--- src/rtl/core/pwbr_pkg.sv ---
// shared types and constants for the pulse width byte receiver
package pwbr_pkg;

    localparam int BYTE_W  = 8;
    localparam int COUNT_W = 8;
    localparam int POS_W   = 3;
    localparam int LEFT_W  = 6;

    localparam logic [BYTE_W-1:0]  RESET_THRESHOLD = 8'd4;
    localparam logic [COUNT_W-1:0] COUNT_MAX       = 8'd255;
    localparam logic [POS_W-1:0]   LAST_BIT_POS    = 3'd7;

    typedef struct packed {
        logic              valid;
        logic [BYTE_W-1:0] byte_value;
        logic              is_length_byte;
        logic              last_in_frame;
    } t_pwbr_result;

endpackage

--- src/rtl/core/pulse_width_byte_receiver_unit.sv ---
// top level of the pulse width byte receiver
//
// channel   dir  tdata              tuser            tlast
// s_axis    in   [0] line_level     -                -
// m_axis    out  [7:0] byte_value   [0] is_length    last_in_frame
// cfg       in   [7:0] one_threshold (write enable, no read-back)
//
// one sample accepted every clock while the result register is not stalled
// stages: input register, then decode into the result register
// reset clears all decode state and sets the threshold to 4
// a stalled result register holds the decode stage; a full input register holds too
module pulse_width_byte_receiver_unit (
    input  logic                         i_clk,
    input  logic                         i_rst_n,
    input  logic                         s_axis_tvalid,
    output logic                         s_axis_tready,
    input  logic [7:0]                   s_axis_tdata,   // [0] line_level, rest zero
    output logic                         m_axis_tvalid,
    input  logic                         m_axis_tready,
    output logic [pwbr_pkg::BYTE_W-1:0]  m_axis_tdata,   // [7:0] byte_value
    output logic                         m_axis_tuser,   // [0] is_length_byte
    output logic                         m_axis_tlast,
    input  logic                         i_cfg_wr_en,
    input  logic [pwbr_pkg::BYTE_W-1:0]  i_cfg_wr_data
);
    import pwbr_pkg::*;

    logic [BYTE_W-1:0] r_thr;
    logic              r_in_valid;
    logic              r_in_level;
    logic              r_out_valid;
    logic [BYTE_W-1:0] r_out_byte;
    logic              r_out_len;
    logic              r_out_last;
    logic              advance;
    t_pwbr_result      result;

    assign advance       = r_in_valid && (!r_out_valid || m_axis_tready);
    assign s_axis_tready = !r_in_valid || advance;

    always_ff @(posedge i_clk) begin
        if (!i_rst_n) begin
            r_thr <= RESET_THRESHOLD;
        end else if (i_cfg_wr_en) begin
            r_thr <= i_cfg_wr_data;
        end
    end

    always_ff @(posedge i_clk) begin
        if (!i_rst_n) begin
            r_in_valid <= 1'b0;
        end else if (s_axis_tready) begin
            r_in_valid <= s_axis_tvalid;
        end
    end

    always_ff @(posedge i_clk) begin
        if (s_axis_tready && s_axis_tvalid) begin
            r_in_level <= s_axis_tdata[0];
        end
    end

    pwbr_decode u_decode (
        .i_clk       (i_clk),
        .i_rst_n     (i_rst_n),
        .i_step      (advance),
        .i_level     (r_in_level),
        .i_threshold (r_thr),
        .o_result    (result)
    );

    always_ff @(posedge i_clk) begin
        if (!i_rst_n) begin
            r_out_valid <= 1'b0;
        end else if (advance) begin
            r_out_valid <= result.valid;
        end else if (m_axis_tready) begin
            r_out_valid <= 1'b0;
        end
    end

    always_ff @(posedge i_clk) begin
        if (advance && result.valid) begin
            r_out_byte <= result.byte_value;
            r_out_len  <= result.is_length_byte;
            r_out_last <= result.last_in_frame;
        end
    end

    assign m_axis_tvalid = r_out_valid;
    assign m_axis_tdata  = r_out_byte;
    assign m_axis_tuser  = r_out_len;
    assign m_axis_tlast  = r_out_last;

`ifndef NO_ASSERTIONS
    a_header_last: assert property (@(posedge i_clk) disable iff (!i_rst_n)
        m_axis_tvalid && m_axis_tuser |-> m_axis_tlast == (m_axis_tdata == '0))
        else $error("length header last flag does not match its length");

    a_input_held: assert property (@(posedge i_clk) disable iff (!i_rst_n)
        r_in_valid && !advance |=> r_in_valid && $stable(r_in_level))
        else $error("stalled sample lost from input register");

    a_no_overwrite: assert property (@(posedge i_clk) disable iff (!i_rst_n)
        r_out_valid && !m_axis_tready |-> !advance)
        else $error("decode advanced over an untaken result");

    a_cfg_applied: assert property (@(posedge i_clk) disable iff (!i_rst_n)
        i_cfg_wr_en |=> r_thr == $past(i_cfg_wr_data))
        else $error("threshold write not applied");
`endif

endmodule

--- src/rtl/core/pwbr_decode.sv ---
// pulse measurement, bit packing and frame tracking for one line sample
module pwbr_decode (
    input  logic                         i_clk,
    input  logic                         i_rst_n,
    input  logic                         i_step,
    input  logic                         i_level,
    input  logic [pwbr_pkg::BYTE_W-1:0]  i_threshold,
    output pwbr_pkg::t_pwbr_result       o_result
);
    import pwbr_pkg::*;

    logic               r_in_pulse,    n_in_pulse;
    logic [COUNT_W-1:0] r_pulse_count, n_pulse_count;
    logic [POS_W-1:0]   r_bit_pos,     n_bit_pos;
    logic [BYTE_W-1:0]  r_shift_byte,  n_shift_byte;
    logic               r_in_payload,  n_in_payload;
    logic [LEFT_W-1:0]  r_bytes_left,  n_bytes_left;

    logic               bit_val;
    logic [BYTE_W-1:0]  packed_byte;
    logic [BYTE_W:0]    len_round;
    logic [LEFT_W-1:0]  len_bytes;
    logic [LEFT_W-1:0]  left_dec;

    always_comb begin
        bit_val     = (r_pulse_count > i_threshold);
        packed_byte = r_shift_byte | (BYTE_W'(bit_val) << r_bit_pos);
        len_round   = {1'b0, packed_byte} + (BYTE_W+1)'(7);
        len_bytes   = LEFT_W'(len_round >> 3);
        left_dec    = (r_bytes_left != '0) ? r_bytes_left - LEFT_W'(1) : '0;

        n_in_pulse    = r_in_pulse;
        n_pulse_count = r_pulse_count;
        n_bit_pos     = r_bit_pos;
        n_shift_byte  = r_shift_byte;
        n_in_payload  = r_in_payload;
        n_bytes_left  = r_bytes_left;

        o_result                = '0;
        o_result.byte_value     = packed_byte;

        if (i_step) begin
            if (i_level) begin
                if (!r_in_pulse) begin
                    n_in_pulse    = 1'b1;
                    n_pulse_count = COUNT_W'(1);
                end else if (r_pulse_count != COUNT_MAX) begin
                    n_pulse_count = r_pulse_count + COUNT_W'(1);
                end
            end else if (r_in_pulse) begin
                // falling edge, one bit decoded
                n_in_pulse    = 1'b0;
                n_pulse_count = '0;
                if (r_bit_pos != LAST_BIT_POS) begin
                    n_bit_pos    = r_bit_pos + POS_W'(1);
                    n_shift_byte = packed_byte;
                end else begin
                    n_bit_pos      = '0;
                    n_shift_byte   = '0;
                    o_result.valid = 1'b1;
                    if (!r_in_payload) begin
                        o_result.is_length_byte = 1'b1;
                        if (len_bytes == '0) begin
                            o_result.last_in_frame = 1'b1;
                        end else begin
                            n_in_payload = 1'b1;
                            n_bytes_left = len_bytes;
                        end
                    end else begin
                        n_bytes_left = left_dec;
                        if (left_dec == '0) begin
                            o_result.last_in_frame = 1'b1;
                            n_in_payload           = 1'b0;
                        end
                    end
                end
            end
        end
    end

    always_ff @(posedge i_clk) begin
        if (!i_rst_n) begin
            r_in_pulse    <= 1'b0;
            r_pulse_count <= '0;
            r_bit_pos     <= '0;
            r_shift_byte  <= '0;
            r_in_payload  <= 1'b0;
            r_bytes_left  <= '0;
        end else begin
            r_in_pulse    <= n_in_pulse;
            r_pulse_count <= n_pulse_count;
            r_bit_pos     <= n_bit_pos;
            r_shift_byte  <= n_shift_byte;
            r_in_payload  <= n_in_payload;
            r_bytes_left  <= n_bytes_left;
        end
    end

`ifndef NO_ASSERTIONS
    a_payload_count: assert property (@(posedge i_clk) disable iff (!i_rst_n)
        r_in_payload == (r_bytes_left != '0))
        else $error("payload flag and byte count disagree");

    a_hold_when_idle: assert property (@(posedge i_clk) disable iff (!i_rst_n)
        !i_step |=> $stable(r_pulse_count) && $stable(r_bit_pos) && $stable(r_shift_byte))
        else $error("decoder state moved without a step");

    a_count_zero_outside_pulse: assert property (@(posedge i_clk) disable iff (!i_rst_n)
        !r_in_pulse |-> r_pulse_count == '0)
        else $error("pulse count nonzero outside a pulse");
`endif

endmodule
--- config.mk ---
export PLATFORM = sky130hd
export DESIGN_NAME = pulse_width_byte_receiver_unit
export DESIGN_NICKNAME = d
export VERILOG_FILES = /design/src/rtl/core/pwbr_pkg.sv /design/src/rtl/core/pulse_width_byte_receiver_unit.sv /design/src/rtl/core/pwbr_decode.sv
export SDC_FILE = /design/constraint.sdc
export NUM_CORES = 1
export LEC_CHECK = 0
export BUFFER_PORTS_ARGS = -buffer_cell sky130_fd_sc_hd__buf_2
export CAP_MARGIN = 20
export CELL_PAD_IN_SITES_DETAIL_PLACEMENT = 1
export CELL_PAD_IN_SITES_GLOBAL_PLACEMENT = 1
export CORE_MARGIN = 5
export CORE_UTILIZATION = 47
export DETAILED_ROUTE_END_ITERATION = 12
export GPL_ROUTABILITY_DRIVEN = 0
export PLACE_DENSITY = 0.92
export RECOVER_POWER = 100
export SKIP_CTS_REPAIR_TIMING = 1
export SYNTH_ARGS = -nofsm -noshare
export SYNTH_HDL_FRONTEND = slang
export SYNTH_HIERARCHICAL = 1
export SYNTH_SLANG_ARGS = --single-unit
export TNS_END_PERCENT = 5
--- constraint.sdc ---
create_clock -name i_clk -period 4.68 [get_ports i_clk]
set_clock_uncertainty 0.15 [all_clocks]
set_input_delay 0.468 -clock i_clk [delete_from_list [all_inputs] [get_ports i_clk]]
set_output_delay 0.468 -clock i_clk [all_outputs]
set_load 0.01 [all_outputs]
# Word level (Yosys, flattened, before mapping)
# Cells that the tools add are included.
# classes
n_addsub	4
eq_ne	4
shift	1
n_lt_le_gt_ge	1
bitwise_logic	5
reduce_logical	17
mux	23
# ops
operator	n
$mux W8	5
$mux W6	3
$mux W1	14
$logic_not A6 Y1	2
$add A8 B3 Y9 const B	1
$add A8 B1 Y8 const B	1
$gt A8 B8 Y1	1
$ne A8 B8 Y1 const B	1
$or A8 B8 Y8	1
$shl A1 B3 Y8	1
$ne A3 B3 Y1 const B	2
$reduce_and A3 Y1	2
$reduce_bool A6 Y1	1
$sub A6 B1 Y6 const B	1
$reduce_and A5 Y1	1
$not A1 Y1	4
$reduce_and A4 Y1	1
$reduce_bool A2 Y1	2
$reduce_or A4 Y1	1
$add A3 B1 Y3 const B	1
$logic_and A1 B1 Y1	3
$mux W3	1
$logic_not A1 Y1	2
$logic_or A1 B1 Y1	2
$ne A2 B1 Y1 const B	1
# word_totals
reg_bits	48
word_cells	68
input_bits	21
out_inout_bits	12

# Logic depth before layout (Yosys ltp)
# logic_depth
depth_word	7
mapped_depth	10
ltp_nobuf	10

# Modules after synthesis
# Netlist, hierarchy kept.
# modules_own_cells
mod	area_per_inst_um2	seq_area_each_um2	instances	cells_per_inst
pwbr_decode	1859.3	540.5	1	242
pulse_width_byte_receiver_unit	732.0	530.5	1	50

# Worst setup path before layout
# Ideal clock, no wire load.
# synth_timing
kind	register to register
startpoint	reg r_thr[7]
endpoint	reg u_decode.r_bytes_left[5]
n_path_buf	0
period_less_slack_ps	2793
arrival_ps	2568
path_stages_with_launch	10
path_slack_ps	1887
cell_sequence	dfxtp_1 -> inv_1 -> ha_1 -> and4_1 -> and2_4 -> or3_2 -> a22o_2 -> a22o_1 -> or4_1 -> a31oi_1
# synth_between
elab_chain_cells	7
# synth_lines
item	line_no	rtl
start, declared	pulse_width_byte_receiver_unit.sv:28	logic [BYTE_W-1:0] r_thr;
start signal, assigned	pulse_width_byte_receiver_unit.sv:45	r_thr <= i_cfg_wr_data;
$gt A8 B8 Y1 *	pwbr_decode.sv:26	bit_val = (r_pulse_count > i_threshold);
$shl A1 B3 Y8 *	pwbr_decode.sv:27	packed_byte = r_shift_byte | (BYTE_W'(bit_val) << r_bit_pos);
$or A8 B8 Y8 *	pwbr_decode.sv:27	
$add A8 B3 Y9 *	pwbr_decode.sv:28	len_round = {1'b0, packed_byte} + (BYTE_W+1)'(7);
$logic_not A6 Y1	pwbr_decode.sv:63	if (len_bytes == '0) begin
$ne A2 B1 Y1 (no line)	n/a	
$reduce_and A5 Y1 (no line)	n/a	
end signal, assigned	pwbr_decode.sv:95	r_bytes_left <= n_bytes_left;
end, declared	pwbr_decode.sv:17	logic [LEFT_W-1:0] r_bytes_left, n_bytes_left;
# Every way passes the cells marked *; elsewhere a longest branch is shown, timed or not. The select of a mux whose other input is x is not followed.
# A chain may end at the register's enable or synchronous reset.

# Worst setup path after layout
# layout_timing
startpoint	reg u_decode.r_pulse_count[7]
endpoint	reg u_decode.r_bytes_left[5]
# layout_between
elab_chain_cells	7
# layout_lines
item	line_no	rtl
start, declared	pwbr_decode.sv:13	logic [COUNT_W-1:0] r_pulse_count, n_pulse_count;
start signal, assigned	pwbr_decode.sv:91	r_pulse_count <= n_pulse_count;
$gt A8 B8 Y1 *	pwbr_decode.sv:26	
$shl A1 B3 Y8 *	pwbr_decode.sv:27	
$or A8 B8 Y8 *	pwbr_decode.sv:27	
$add A8 B3 Y9 *	pwbr_decode.sv:28	
$logic_not A6 Y1	pwbr_decode.sv:63	
$ne A2 B1 Y1 (no line)	n/a	
$reduce_and A5 Y1 (no line)	n/a	
# Marked as above.

==> results_dict.tcl <==
set metrics [dict create \
    status "complete, no violations" \
    setup_viol 0 \
    num_antenna_cells 0 \
    post-route-period-util_pct 69.7 \
    cts_buffers 5 \
    p_leak_nw 1.14 \
    die_h_microns 84.3 \
    nets 348 \
    vias 2261 \
    dr.pass1.iters 4 \
    p_per_area_nw_per_um2 279 \
    syn_nets 326 \
    htree_levels 2 \
    wl_microns 7010 \
    hp-class "input port to register" \
    cp_cell_sequence "ha_1, and4_1, and2_0, or3_1, a211o_1, a22o_1, or4_1, a31oi_1" \
    drive_above_1_share_pct 8.57 \
    power_uw 793 \
    drtIter0Drc 93 \
    synth_seq_area_share_pct 41.3 \
    rsz0062_at_grt "false" \
    slowest_stage "or4_1" \
    ant_nets 0 \
    cp_slowest_stage_delay_ns 0.53 \
    start_util_pct 47.6 \
    worst_pin_slew_ns 0.949 \
    grtUsageTotal_pct 20.2 \
    fp.coreArea_sq_um 5440 \
    cts_tree "yes" \
    cp-start-kind "register" \
    clkPwrFrac_pct 39.0 \
    max_cap_viol_count 0 \
    crit_type "register to register" \
    num_rows 27 \
    p_switching_uw 173 \
    peakVddDrop_mv 0.154 \
    synth-seq-cells 48 \
    grt_max_degree 21 \
    worstSkewPairLatency_ns 0.30 \
    post_drt_wl_per_cell_microns 18.1 \
    fillCellCount 673 \
    combPwrFrac_pct 6.2 \
    worstPathRequired_ns 4.76 \
    path_max_fanout 5 \
    drv_slew 0 \
    ys.flop_type "dfxtp_1" \
    max_freq_mhz 306 \
    period_needed_ns 3.26 \
    avgSynthCellArea_sq_um 8.87 \
    yosysWarnings 6 \
    drcViolationCount 0 \
    async_flop_share_pct 0 \
    hpwl_microns 5160 \
    clockBufferDepth 2 \
    dieArea_sq_um 7100 \
    grt_pass1_wl_microns 11700 \
    synth_area_sq_um 2590 \
    grt_pass1_vias 2516 \
    grt_overflow 0 \
    timing_hold_violations_final 0 \
    cp.arrival_ns 3.34 \
    cp-end-kind "register" \
    cts-root-buf "clkbuf_8" \
    sw_frac_of_total_pct 21.8 \
    synth.distinct_cells 56 \
    die_w_microns 84.3 \
    clk_pin_slew_worst_paths_ns 0.09 \
    area_delta_synth_final_pct 9.90 \
    relSlewSlack_pct 36.5 \
    synth_cells 292 \
    pin_count 33 \
    antenna_found_initial 0 \
    synth_edf_count 11 \
    viasPerCell 5.84 \
    p_int_uw 620 \
    port-buffer-count 25 \
    seqPwrFrac_pct 54.8 \
    finalSetupTns_ns 0 \
    cts_sinks 48 \
]
cells by family after synthesis:
logic type	synth area share, %
AND/OR/NAND/NOR	23.7
AO/OA/AOI/OAI	18.0
flip-flops	41.3
buffers and inverters	4.39
adder cells (fa/ha/maj)	6.28
multiplexers	4.30
XOR/XNOR	2.03
cell usage in the layout (no fill, tap or decap), types with 3 or more instances in the layout:
cell      netlist  routed
xor2_1          4       4
nor2_1         25      25
clkbuf_8        0       6
inv_1          16      16
and3_1          4       4
nand4_1         3       3
a21oi_1        13      13
mux2i_1        10      10
ha_1           13      13
or4_1           3       3
clkbuf_1        7      14
a21o_1          4       4
o211ai_1        5       5
buf_2           1      11
edfxtp_1       11      11
nor3b_1         3       3
a31oi_1         4       4
dfxtp_1        37      37
o21ai_0        13      13
nand2_1        27      27
nand3_1        12      12
nor2b_1        12      12
a21boi_0        5       5
nor3_1          9       9
nand2b_1        6       6
a211oi_1        3       3
or3_1           4       5
critical path: cells and delay by family (launching register included):
| family | cells | cell delay, ns |
|---|---|---|
| and+or+nand+nor | 4 | 1.43 |
| AOI/OAI and AO/OA | 3 | 0.86 |
| adders and majority gates | 1 | 0.31 |
| DFF | 1 | 0.45 |
per-stage QoR:
stage	setup WS, ns	util [%]	hold slack (ns)	cells	instance area (sq um)
2_1_floorplan	1.89	-	0.291	292	2590
4_1_cts	1.57	52.8	0.192	387	2870
3_5_place_dp	1.32	50.7	0.325	379	2760
6_report	1.42	52.4	0.195	387	2850
3_3_place_gp	1.43	50.7	0.307	379	2760
5_1_grt	1.27	52.4	0.190	387	2850
worst paths after layout:
| kind | startpoint | to | slack (ns) | cells after the start |
|---|---|---|---|---|
| max | u_decode/r_pulse_count[7]$_SDFFE_PN0P_ | u_decode/r_bytes_left[5]$_SDFFE_PN0P_ | 1.42 | 8 |
| min | s_axis_tdata[0] | r_in_level$_DFFE_PP_ | 0.19 | 1 |
| max reg2reg | u_decode/r_pulse_count[7]$_SDFFE_PN0P_ | u_decode/r_bytes_left[5]$_SDFFE_PN0P_ | 1.42 | 8 |
| min reg2reg | r_thr[2]$_SDFFE_PN1P_ | r_thr[2]$_SDFFE_PN1P_ | 0.34 | 2 |
area by class of cell:
class	count	area, sq um	area share (%)
sequential	48	1070	37.6
inverter	17	63.8	2.24
tap	72	90.1	3.16
clock inverter	2	33.8	1.19
clock buffer	6	82.6	2.90
timing repair buffer	25	108	3.78
multi-input combinational	217	1400	49.1
registers in the layout, summed over array words and instances, names as in the netlist:
name / count
u_decode/r_pulse_count: 8
u_decode/r_in_payload: 1
r_in_valid: 1
u_decode/r_bit_pos: 3
r_thr: 8
r_in_level: 1
u_decode/r_shift_byte: 8
m_axis_tvalid: 1
m_axis_tlast: 1
u_decode/r_bytes_left: 6
u_decode/r_in_pulse: 1
m_axis_tuser: 1
m_axis_tdata: 8
Yosys cell counts, drive strengths merged (3+ instances only):
cell,number,area [sq um]
dfxtp,37,741
nand2,27,101
nor2,25,93.8
inv,16,60.1
a21oi,13,65.1
ha,13,163
o21ai,13,65.1
nand3,12,60.1
nor2b,12,75.1
edfxtp,11,330
mux2i,10,100
nor3,9,45.0
clkbuf,7,26.3
nand2b,6,37.5
or3,6,43.8
a21boi,5,37.5
a21o,5,38.8
o211ai,5,37.5
a31oi,4,25.0
and3,4,25.0
xor2,4,35.0
a211oi,3,22.5
buf,3,23.8
nand4,3,18.8
nor3b,3,22.5
or4,3,22.5
power groups by stage:
| stage | combinational, mW | clock (mW) | sequential (mW) |
|---|---|---|---|
| 2_1_floorplan | 0.0367 | 0 | 0.440 |
| 3_3_place_gp | 0.0445 | 0 | 0.443 |
| 3_5_place_dp | 0.0486 | 0 | 0.444 |
| 4_1_cts | 0.0499 | 0.315 | 0.434 |
| 5_1_grt | 0.0537 | 0.334 | 0.436 |
| 6_report | 0.0491 | 0.310 | 0.434 |
metal layers:
layer  vias to the layer above  track usage, %  wire, microns
li1                       1097               -              -
met1                      1122            21.9           2890
met2                        30            38.1           3790
met3                        12            3.83            185
met4                         0            8.04            136
met5                         -               0              0
(Power assumes the default switching activity.)
